`src/hw/rtl/dcfir_pkg.sv`:
```
package dcfir_pkg;

  localparam int TAP_COUNT_DEF   = 29;
  localparam int SAMPLE_BITS_DEF = 20;
  localparam int COEFF_BITS_DEF  = 16;
  localparam int ROM_SIZE        = 64;

  // request function codes
  localparam logic [1:0] FUNC_IR    = 2'd0;
  localparam logic [1:0] FUNC_RED   = 2'd1;
  localparam logic [1:0] FUNC_CLEAR = 2'd2;

  typedef enum logic [1:0] {
    S_IDLE,
    S_MAC,
    S_ACC,
    S_DONE
  } state_t;

  typedef struct packed {
    logic shift;
    logic sel;
    logic clr;
  } cell_ctrl_t;

  typedef struct packed {
    logic clr_acc;
    logic mul_en;
  } mac_ctrl_t;

  // Symmetric low-pass taps in Q1.15; taps past the 29th are zero.
  localparam int COEFF_ROM [ROM_SIZE] = '{
    0: -51,   1: -72,   2: -108,  3: -145,  4: -156,  5: -99,   6: 72,
    7: 389,   8: 864,   9: 1474,  10: 2161, 11: 2843, 12: 3423, 13: 3813,
    14: 3950, 15: 3813, 16: 3423, 17: 2843, 18: 2161, 19: 1474, 20: 864,
    21: 389,  22: 72,   23: -99,  24: -156, 25: -145, 26: -108, 27: -72,
    28: -51,  default: 0
  };

  // Rescale a Q1.15 tap to Q1.(cb-1), rounding half up when narrowing.
  function automatic int coeff_at(int k, int cb);
    int c;
    c = (k < ROM_SIZE) ? COEFF_ROM[k] : 0;
    if (cb >= 16) begin
      return c * (1 << (cb - 16));
    end
    return (c * (1 << (cb - 1)) + 16384) >>> 15;
  endfunction

endpackage

```
`src/hw/rtl/dcfir_cell.sv`:
```
module dcfir_cell #(
  parameter int SAMPLE_BITS = dcfir_pkg::SAMPLE_BITS_DEF
) (
  input  logic                          clk,
  input  logic                          rst,
  input  dcfir_pkg::cell_ctrl_t         ctrl,
  input  logic signed [SAMPLE_BITS-1:0] d_in,
  output logic signed [SAMPLE_BITS-1:0] d_out
);

  logic signed [SAMPLE_BITS-1:0] ir_smp;
  logic signed [SAMPLE_BITS-1:0] red_smp;

  always_ff @(posedge clk) begin
    if (rst || ctrl.clr) begin
      ir_smp  <= '0;
      red_smp <= '0;
    end else if (ctrl.shift) begin
      if (ctrl.sel) begin
        red_smp <= d_in;
      end else begin
        ir_smp <= d_in;
      end
    end
  end

  // hand the selected channel's sample on to the next cell
  assign d_out = ctrl.sel ? red_smp : ir_smp;

endmodule

```
`src/hw/rtl/dcfir_mac.sv`:
```
module dcfir_mac #(
  parameter int TAP_COUNT   = dcfir_pkg::TAP_COUNT_DEF,
  parameter int SAMPLE_BITS = dcfir_pkg::SAMPLE_BITS_DEF,
  parameter int COEFF_BITS  = dcfir_pkg::COEFF_BITS_DEF,
  parameter int IDX_W       = $clog2(TAP_COUNT)
) (
  input  logic                          clk,
  input  logic                          rst,
  input  dcfir_pkg::mac_ctrl_t          ctrl,
  input  logic [IDX_W-1:0]              tap_idx,
  input  logic signed [SAMPLE_BITS-1:0] operand,
  output logic signed [SAMPLE_BITS-1:0] result
);

  localparam int PROD_W = SAMPLE_BITS + COEFF_BITS;
  localparam int ACC_W  = PROD_W + $clog2(TAP_COUNT);
  localparam int FRAC   = COEFF_BITS - 1;
  localparam logic signed [ACC_W:0] RND_HALF = (ACC_W+1)'(1) << (FRAC - 1);
  localparam logic signed [ACC_W:0] MAXV =
    (ACC_W+1)'((64'sd1 <<< (SAMPLE_BITS - 1)) - 64'sd1);
  localparam logic signed [ACC_W:0] MINV =
    (ACC_W+1)'(-(64'sd1 <<< (SAMPLE_BITS - 1)));

  logic signed [COEFF_BITS-1:0] coeff_rom [TAP_COUNT];
  logic signed [PROD_W-1:0]     prod;
  logic                         prod_vld;
  logic signed [ACC_W-1:0]      acc;
  logic signed [ACC_W:0]        rnd_sum;
  logic signed [ACC_W:0]        rnd_q;

  for (genvar g = 0; g < TAP_COUNT; g++) begin : g_rom
    assign coeff_rom[g] = COEFF_BITS'(dcfir_pkg::coeff_at(g, COEFF_BITS));
  end

  always_ff @(posedge clk) begin
    if (rst || ctrl.clr_acc) begin
      prod_vld <= 1'b0;
    end else begin
      prod_vld <= ctrl.mul_en;
    end
  end

  always_ff @(posedge clk) begin
    if (ctrl.mul_en) begin
      prod <= PROD_W'(coeff_rom[tap_idx]) * PROD_W'(operand);
    end
  end

  always_ff @(posedge clk) begin
    if (ctrl.clr_acc) begin
      acc <= '0;
    end else if (prod_vld) begin
      acc <= acc + ACC_W'(prod);
    end
  end

  // round half up, then clamp to the sample range
  assign rnd_sum = (ACC_W+1)'(acc) + RND_HALF;
  assign rnd_q   = rnd_sum >>> FRAC;

  always_comb begin
    priority if (rnd_q > MAXV) begin
      result = MAXV[SAMPLE_BITS-1:0];
    end else if (rnd_q < MINV) begin
      result = MINV[SAMPLE_BITS-1:0];
    end else begin
      result = rnd_q[SAMPLE_BITS-1:0];
    end
  end

endmodule

```
`src/hw/rtl/dual_channel_fir_lowpass.sv`:
```
// Channel   Handshake               Payload
// request   req_valid / req_stall   func[1:0], sample[SAMPLE_BITS-1:0] signed
// result    res_valid / res_stall   channel, filtered[SAMPLE_BITS-1:0] signed
//
// A filter request, once accepted, runs one multiply per tap on the single shared
// multiplier while the sequencer is in S_MAC, then adds the last product in S_ACC
// and loads the output register in S_DONE, then returns to idle for the next request.
// A clear or unused request never leaves the idle state. Reset (rst, synchronous) zeroes both
// histories in every cell at once. A stalled full output register holds the
// sequencer; the next request is taken while a result still waits there.
module dual_channel_fir_lowpass #(
  parameter int TAP_COUNT   = dcfir_pkg::TAP_COUNT_DEF,
  parameter int SAMPLE_BITS = dcfir_pkg::SAMPLE_BITS_DEF,
  parameter int COEFF_BITS  = dcfir_pkg::COEFF_BITS_DEF
) (
  input  logic                          clk,
  input  logic                          rst,
  input  logic                          req_valid,
  output logic                          req_stall,
  input  logic [1:0]                    func,
  input  logic signed [SAMPLE_BITS-1:0] sample,
  output logic                          res_valid,
  input  logic                          res_stall,
  output logic                          channel,
  output logic signed [SAMPLE_BITS-1:0] filtered
);

  localparam int HIST_LEN = TAP_COUNT - 1;
  localparam int IDX_W    = $clog2(TAP_COUNT);

  dcfir_pkg::state_t     state, state_next;
  logic [IDX_W-1:0]      tap_idx, tap_idx_next;
  logic signed [SAMPLE_BITS-1:0] smp_reg;
  logic                  chan_reg;
  logic                  req_acc;
  logic                  res_load;
  dcfir_pkg::cell_ctrl_t cell_ctrl;
  dcfir_pkg::mac_ctrl_t  mac_ctrl;
  logic signed [SAMPLE_BITS-1:0] link [HIST_LEN];
  logic signed [SAMPLE_BITS-1:0] chain_head;
  logic signed [SAMPLE_BITS-1:0] operand;
  logic signed [SAMPLE_BITS-1:0] mac_result;

  assign req_stall = (state != dcfir_pkg::S_IDLE);
  assign req_acc   = req_valid && !req_stall;

  // Hold the sample and channel of the request in flight.
  always_ff @(posedge clk) begin
    if (req_acc) begin
      smp_reg  <= sample;
      chan_reg <= func[0];
    end
  end

  always_ff @(posedge clk) begin
    if (rst) begin
      state   <= dcfir_pkg::S_IDLE;
      tap_idx <= '0;
    end else begin
      state   <= state_next;
      tap_idx <= tap_idx_next;
    end
  end

  // Sequencer: walk the tap index down from HIST_LEN. While it is above zero
  // the selected history rotates once round the chain, its last cell feeding
  // the multiplier; at zero the new sample goes into the head cell and the
  // oldest sample drops off the end.
  always_comb begin
    state_next         = state;
    tap_idx_next       = tap_idx;
    res_load           = 1'b0;
    cell_ctrl.shift    = 1'b0;
    cell_ctrl.sel      = chan_reg;
    cell_ctrl.clr      = 1'b0;
    mac_ctrl.clr_acc   = 1'b0;
    mac_ctrl.mul_en    = 1'b0;
    unique case (state)
      dcfir_pkg::S_IDLE: begin
        if (req_acc) begin
          if (func == dcfir_pkg::FUNC_CLEAR) begin
            cell_ctrl.clr = 1'b1;
          end else if (func == dcfir_pkg::FUNC_IR || func == dcfir_pkg::FUNC_RED) begin
            mac_ctrl.clr_acc = 1'b1;
            tap_idx_next     = IDX_W'(HIST_LEN);
            state_next       = dcfir_pkg::S_MAC;
          end
        end
      end
      dcfir_pkg::S_MAC: begin
        cell_ctrl.shift = 1'b1;
        mac_ctrl.mul_en = 1'b1;
        if (tap_idx == '0) begin
          state_next = dcfir_pkg::S_ACC;
        end else begin
          tap_idx_next = tap_idx - IDX_W'(1);
        end
      end
      dcfir_pkg::S_ACC: begin
        state_next = dcfir_pkg::S_DONE;
      end
      dcfir_pkg::S_DONE: begin
        // wait for the output register to free up
        if (!res_valid || !res_stall) begin
          res_load   = 1'b1;
          state_next = dcfir_pkg::S_IDLE;
        end
      end
      default: begin
        state_next = dcfir_pkg::S_IDLE;
      end
    endcase
  end

  // Close the chain into a ring while rotating; insert the sample at the head.
  assign chain_head = (tap_idx == '0) ? smp_reg : link[HIST_LEN-1];
  assign operand    = (tap_idx == '0) ? smp_reg : link[HIST_LEN-1];

  for (genvar g = 0; g < HIST_LEN; g++) begin : g_cell
    if (g == 0) begin : g_head
      dcfir_cell #(
        .SAMPLE_BITS(SAMPLE_BITS)
      ) u_cell (
        .clk  (clk),
        .rst  (rst),
        .ctrl (cell_ctrl),
        .d_in (chain_head),
        .d_out(link[g])
      );
    end else begin : g_body
      dcfir_cell #(
        .SAMPLE_BITS(SAMPLE_BITS)
      ) u_cell (
        .clk  (clk),
        .rst  (rst),
        .ctrl (cell_ctrl),
        .d_in (link[g-1]),
        .d_out(link[g])
      );
    end
  end

  dcfir_mac #(
    .TAP_COUNT  (TAP_COUNT),
    .SAMPLE_BITS(SAMPLE_BITS),
    .COEFF_BITS (COEFF_BITS),
    .IDX_W      (IDX_W)
  ) u_mac (
    .clk    (clk),
    .rst    (rst),
    .ctrl   (mac_ctrl),
    .tap_idx(tap_idx),
    .operand(operand),
    .result (mac_result)
  );

  // Output register: drop the result once taken, load a new one when free.
  always_ff @(posedge clk) begin
    if (rst) begin
      res_valid <= 1'b0;
    end else if (res_load) begin
      res_valid <= 1'b1;
    end else if (!res_stall) begin
      res_valid <= 1'b0;
    end
  end

  always_ff @(posedge clk) begin
    if (res_load) begin
      channel  <= chan_reg;
      filtered <= mac_result;
    end
  end

`ifndef SYNTHESIS
  a_busy_after_filter: assert property (@(posedge clk) disable iff (rst)
    (req_acc && (func == dcfir_pkg::FUNC_IR || func == dcfir_pkg::FUNC_RED))
      |=> req_stall)
    else $error("filter request accepted but block not busy");

  a_channel_tag: assert property (@(posedge clk) disable iff (rst)
    $rose(res_valid) |-> (channel == chan_reg))
    else $error("result carries the wrong channel");

  a_clear_zeroes: assert property (@(posedge clk) disable iff (rst)
    (req_acc && func == dcfir_pkg::FUNC_CLEAR) |=> (link[HIST_LEN-1] == '0))
    else $error("history not cleared");
`endif

endmodule

```
`config.mk`:
```
export PLATFORM = sky130hd
export DESIGN_NAME = dual_channel_fir_lowpass
export DESIGN_NICKNAME = d
export VERILOG_FILES = /design/src/hw/rtl/dcfir_pkg.sv /design/src/hw/rtl/dcfir_cell.sv /design/src/hw/rtl/dcfir_mac.sv /design/src/hw/rtl/dual_channel_fir_lowpass.sv
export SDC_FILE = /design/constraint.sdc
export NUM_CORES = 2
export LEC_CHECK = 0
export BUFFER_PORTS_ARGS = -buffer_cell sky130_fd_sc_hd__buf_2
export CAP_MARGIN = 10
export CORE_MARGIN = 3
export CORE_UTILIZATION = 33
export CTS_CLUSTER_DIAMETER = 80
export DETAILED_ROUTE_END_ITERATION = 8
export PLACE_DENSITY = 0.47
export REMOVE_ABC_BUFFERS = 1
export SLEW_MARGIN = 20
export SYNTH_ARGS = -nofsm -noshare
export SYNTH_HDL_FRONTEND = slang
export SYNTH_SLANG_ARGS = --single-unit
```
`constraint.sdc`:
```
create_clock -name clk -period 7.7 [get_ports clk]
set_clock_uncertainty 0.1 [all_clocks]
set_input_delay 0.77 -clock clk [delete_from_list [all_inputs] [get_ports clk]]
set_output_delay 0.77 -clock clk [all_outputs]
set_load 0.01 [all_outputs]
```
==> flow_summary.yaml <==
run_status:
  status: "complete, no violations"
placement:
  io_buffers: 48
  dp_slack_ns: -0.119
  globalplace.congestion: 0.849
  hpwl_um: 92100
worst_setup_path:
  cp_slowest_cell: "fa_1"
  crit_type: "register to register"
  crit_path_start_kind: "register"
  crit_top_cell: "fa_1"
  required_ns: 8.08
  max_stage_delay_ns: 0.55
  cp.arrival_ns: 7.79
  crit_path_end_kind: "register"
  critPathBufInv: 10
  critical_path.top_delay_family: "adder cells"
  path_max_fanout: 6
route:
  avgViaCountPerCell: 4.69
  wl_um: 142000
  drtIter0Drc: 2979
  avgRoutedWirePerCell_um: 15.0
  dr_total_vias: 44300
  route.detailed.drc: 0
  first_pass_iters: 5
  final_antenna_net_count: 0
final_layout:
  fillers: 18000
  syn_to_final_growth_pct: 14.6
  drive_above_1_share: 0.0799
  nets: 7514
  reg_top3: "g_cell.g_body.u_cell.ir_smp x540, g_cell.g_body.u_cell.red_smp x540, u_mac.acc x41"
sta:
  worst_pin_slew_ns: 1.08
  clock.fmax_mhz: 135
  fin_ws_ns: 0.291
  setup_viol: 0
  fin_crit_sh: 0.962
  hold_violations: 0
  drv_slew: 0
  layout_min_cycle_time_ns: 7.41
  max_slew_margin: 0.277
floorplan:
  start_util: 0.334
  core-area_sq_mm: 0.172
  die_x_um: 424
  die_h_um: 424
  ios: 49
  rows: 152
  dieArea_sq_mm: 0.179
logic_synthesis:
  synth_area_leaders: "dfxtp_1, nand2_1, fa_1"
  ys_types: 71
  yosys-top-cells-count: "nand2_1, a21oi_1, dfxtp_1, clkbuf_1, inv_1"
  synth_top_area_frac: 0.407
  synth_warnings: 0
  ys_ff_latch: 1248
  synthArstFlopShare: 0
  yosysMostFrequentCell: "nand2_1"
  synth_top_area_cell: "dfxtp_1"
  syn_inst: 7070
  synthFlopType: "dfxtp_1"
  synth_area_per_cell_sq_um: 8.14
  synth_seq_area_share: 0.448
  netlist_area_sq_mm: 0.0576
  synth_edf_count: 78
cts:
  postCtsHoldBufs: 0
  cts_max_path_buffers: 3
  cts_tree: "yes"
  clk_pin_slew_worst_paths_ns: 0.06
  clkLatencyLatePin_ns: 0.76
  cts.sinks: 1248
  numCtsBuffers: 143
  h-tree-depth: 4
  cts-root-buf: "clkbuf_16"
global_routing:
  grt_pass1_vias: 42800
  grt_pass1_wl_um: 231000
  grt-ovfl-total: 0
  track_usage: 0.156
  grt_start_max_net_pins: 226
  antenna_found_initial: 2
min_path:
  min_path_type: "input port to register"
run:
  drv_cap: 0
-- cell usage in the layout (no fill, tap or decap), types with 36 or more instances in the layout --
master and n:
nand2_1 2469, a21oi_1 1225, dfxtp_1 1166, inv_1 411, fa_1 304, nor2_1 211
buf_4 190, clkbuf_16 149, ha_1 143, edfxtp_1 78, o21ai_0 70, xnor2_1 65
mux2i_1 49, buf_2 48, clkbuf_1 37, xor2_1 36
-- per-stage QoR --
step | std cells | TNS (ns) | util | hold slack, ns | cell area [sq um]
2_1_floorplan | 6610 | -9428.96 | - | 0.332 | 55800
3_3_place_gp | 9184 | -0.0115 | 0.353 | 0.336 | 60900
3_5_place_dp | 9184 | -0.138 | 0.353 | 0.341 | 61000
4_1_cts | 9446 | 0 | 0.381 | 0.00244 | 65700
5_1_grt | 9455 | -0.00356 | 0.382 | 0.0150 | 66000
6_report | 9457 | 0 | 0.382 | 0.0875 | 66000
-- what timing repair did --
action | CTS | global route
buffers inserted | 2 | 8
gates cloned | 0 | 1
gates resized for setup | 4 | 51
setup endpoints to repair | 5 | 9
pin swaps | 0 | 13
-- routing by layer --
metal  part of all wire  GRT usage  wire [um]
met3              0.031     0.0241       4420
met1               0.48      0.215      68700
met2               0.46      0.254      65600
met5                  0          0          0
met4              0.025     0.0459       3610
-- cells by family (layout without fill, tap and decap cells) --
group                      count (synthesis)  after routing  share of synthesized area
buffers and inverters                    876            951                     0.0575
DFF                                     1248           1248                      0.448
adders and majority gates                458            458                      0.140
muxes                                     53             53                    0.00950
and+or+nand+nor                         2832           2832                      0.191
other                                      0              2                          0
xor gates and xnor gates                 101            101                     0.0154
AOI/OAI and AO/OA                       1502           1502                      0.139
-- final timing paths --
path | from | endpoint | slack, ns | cells past startpoint
worst max-delay path | tap_idx[1]$_SDFFE_PP0P_ | u_mac.prod[33]$_DFFE_PP_ | 0.29 | 30
worst min register to register | g_cell[6].g_body.u_cell.ir_smp[1]$_SDFFE_PP0P_ | g_cell[7].g_body.u_cell.ir_smp[1]$_SDFFE_PP0P_ | 0.33 | 2
worst max register to register | tap_idx[1]$_SDFFE_PP0P_ | u_mac.prod[33]$_DFFE_PP_ | 0.29 | 30
worst min-delay path | sample[12] | smp_reg[12]$_DFFE_PP_ | 0.09 | 1
-- cell type report --
type | count | area, sq um | share of cell area
Tap cell | 2310 | 2890 | 0.0438
Multi-Input combinational cell | 4946 | 28700 | 0.435
Timing Repair Buffer | 275 | 2340 | 0.0354
Clock inverter | 49 | 505 | 0.00766
Sequential cell | 1248 | 25800 | 0.391
Antenna cell | 2 | 5.00 | 0.0000759
Inverter | 416 | 1560 | 0.0237
Clock buffer | 211 | 4200 | 0.0637
Power is left out: the tool's default activity adds up to more than one toggle a clock period on the data nets, which glitch-free logic cannot reach.
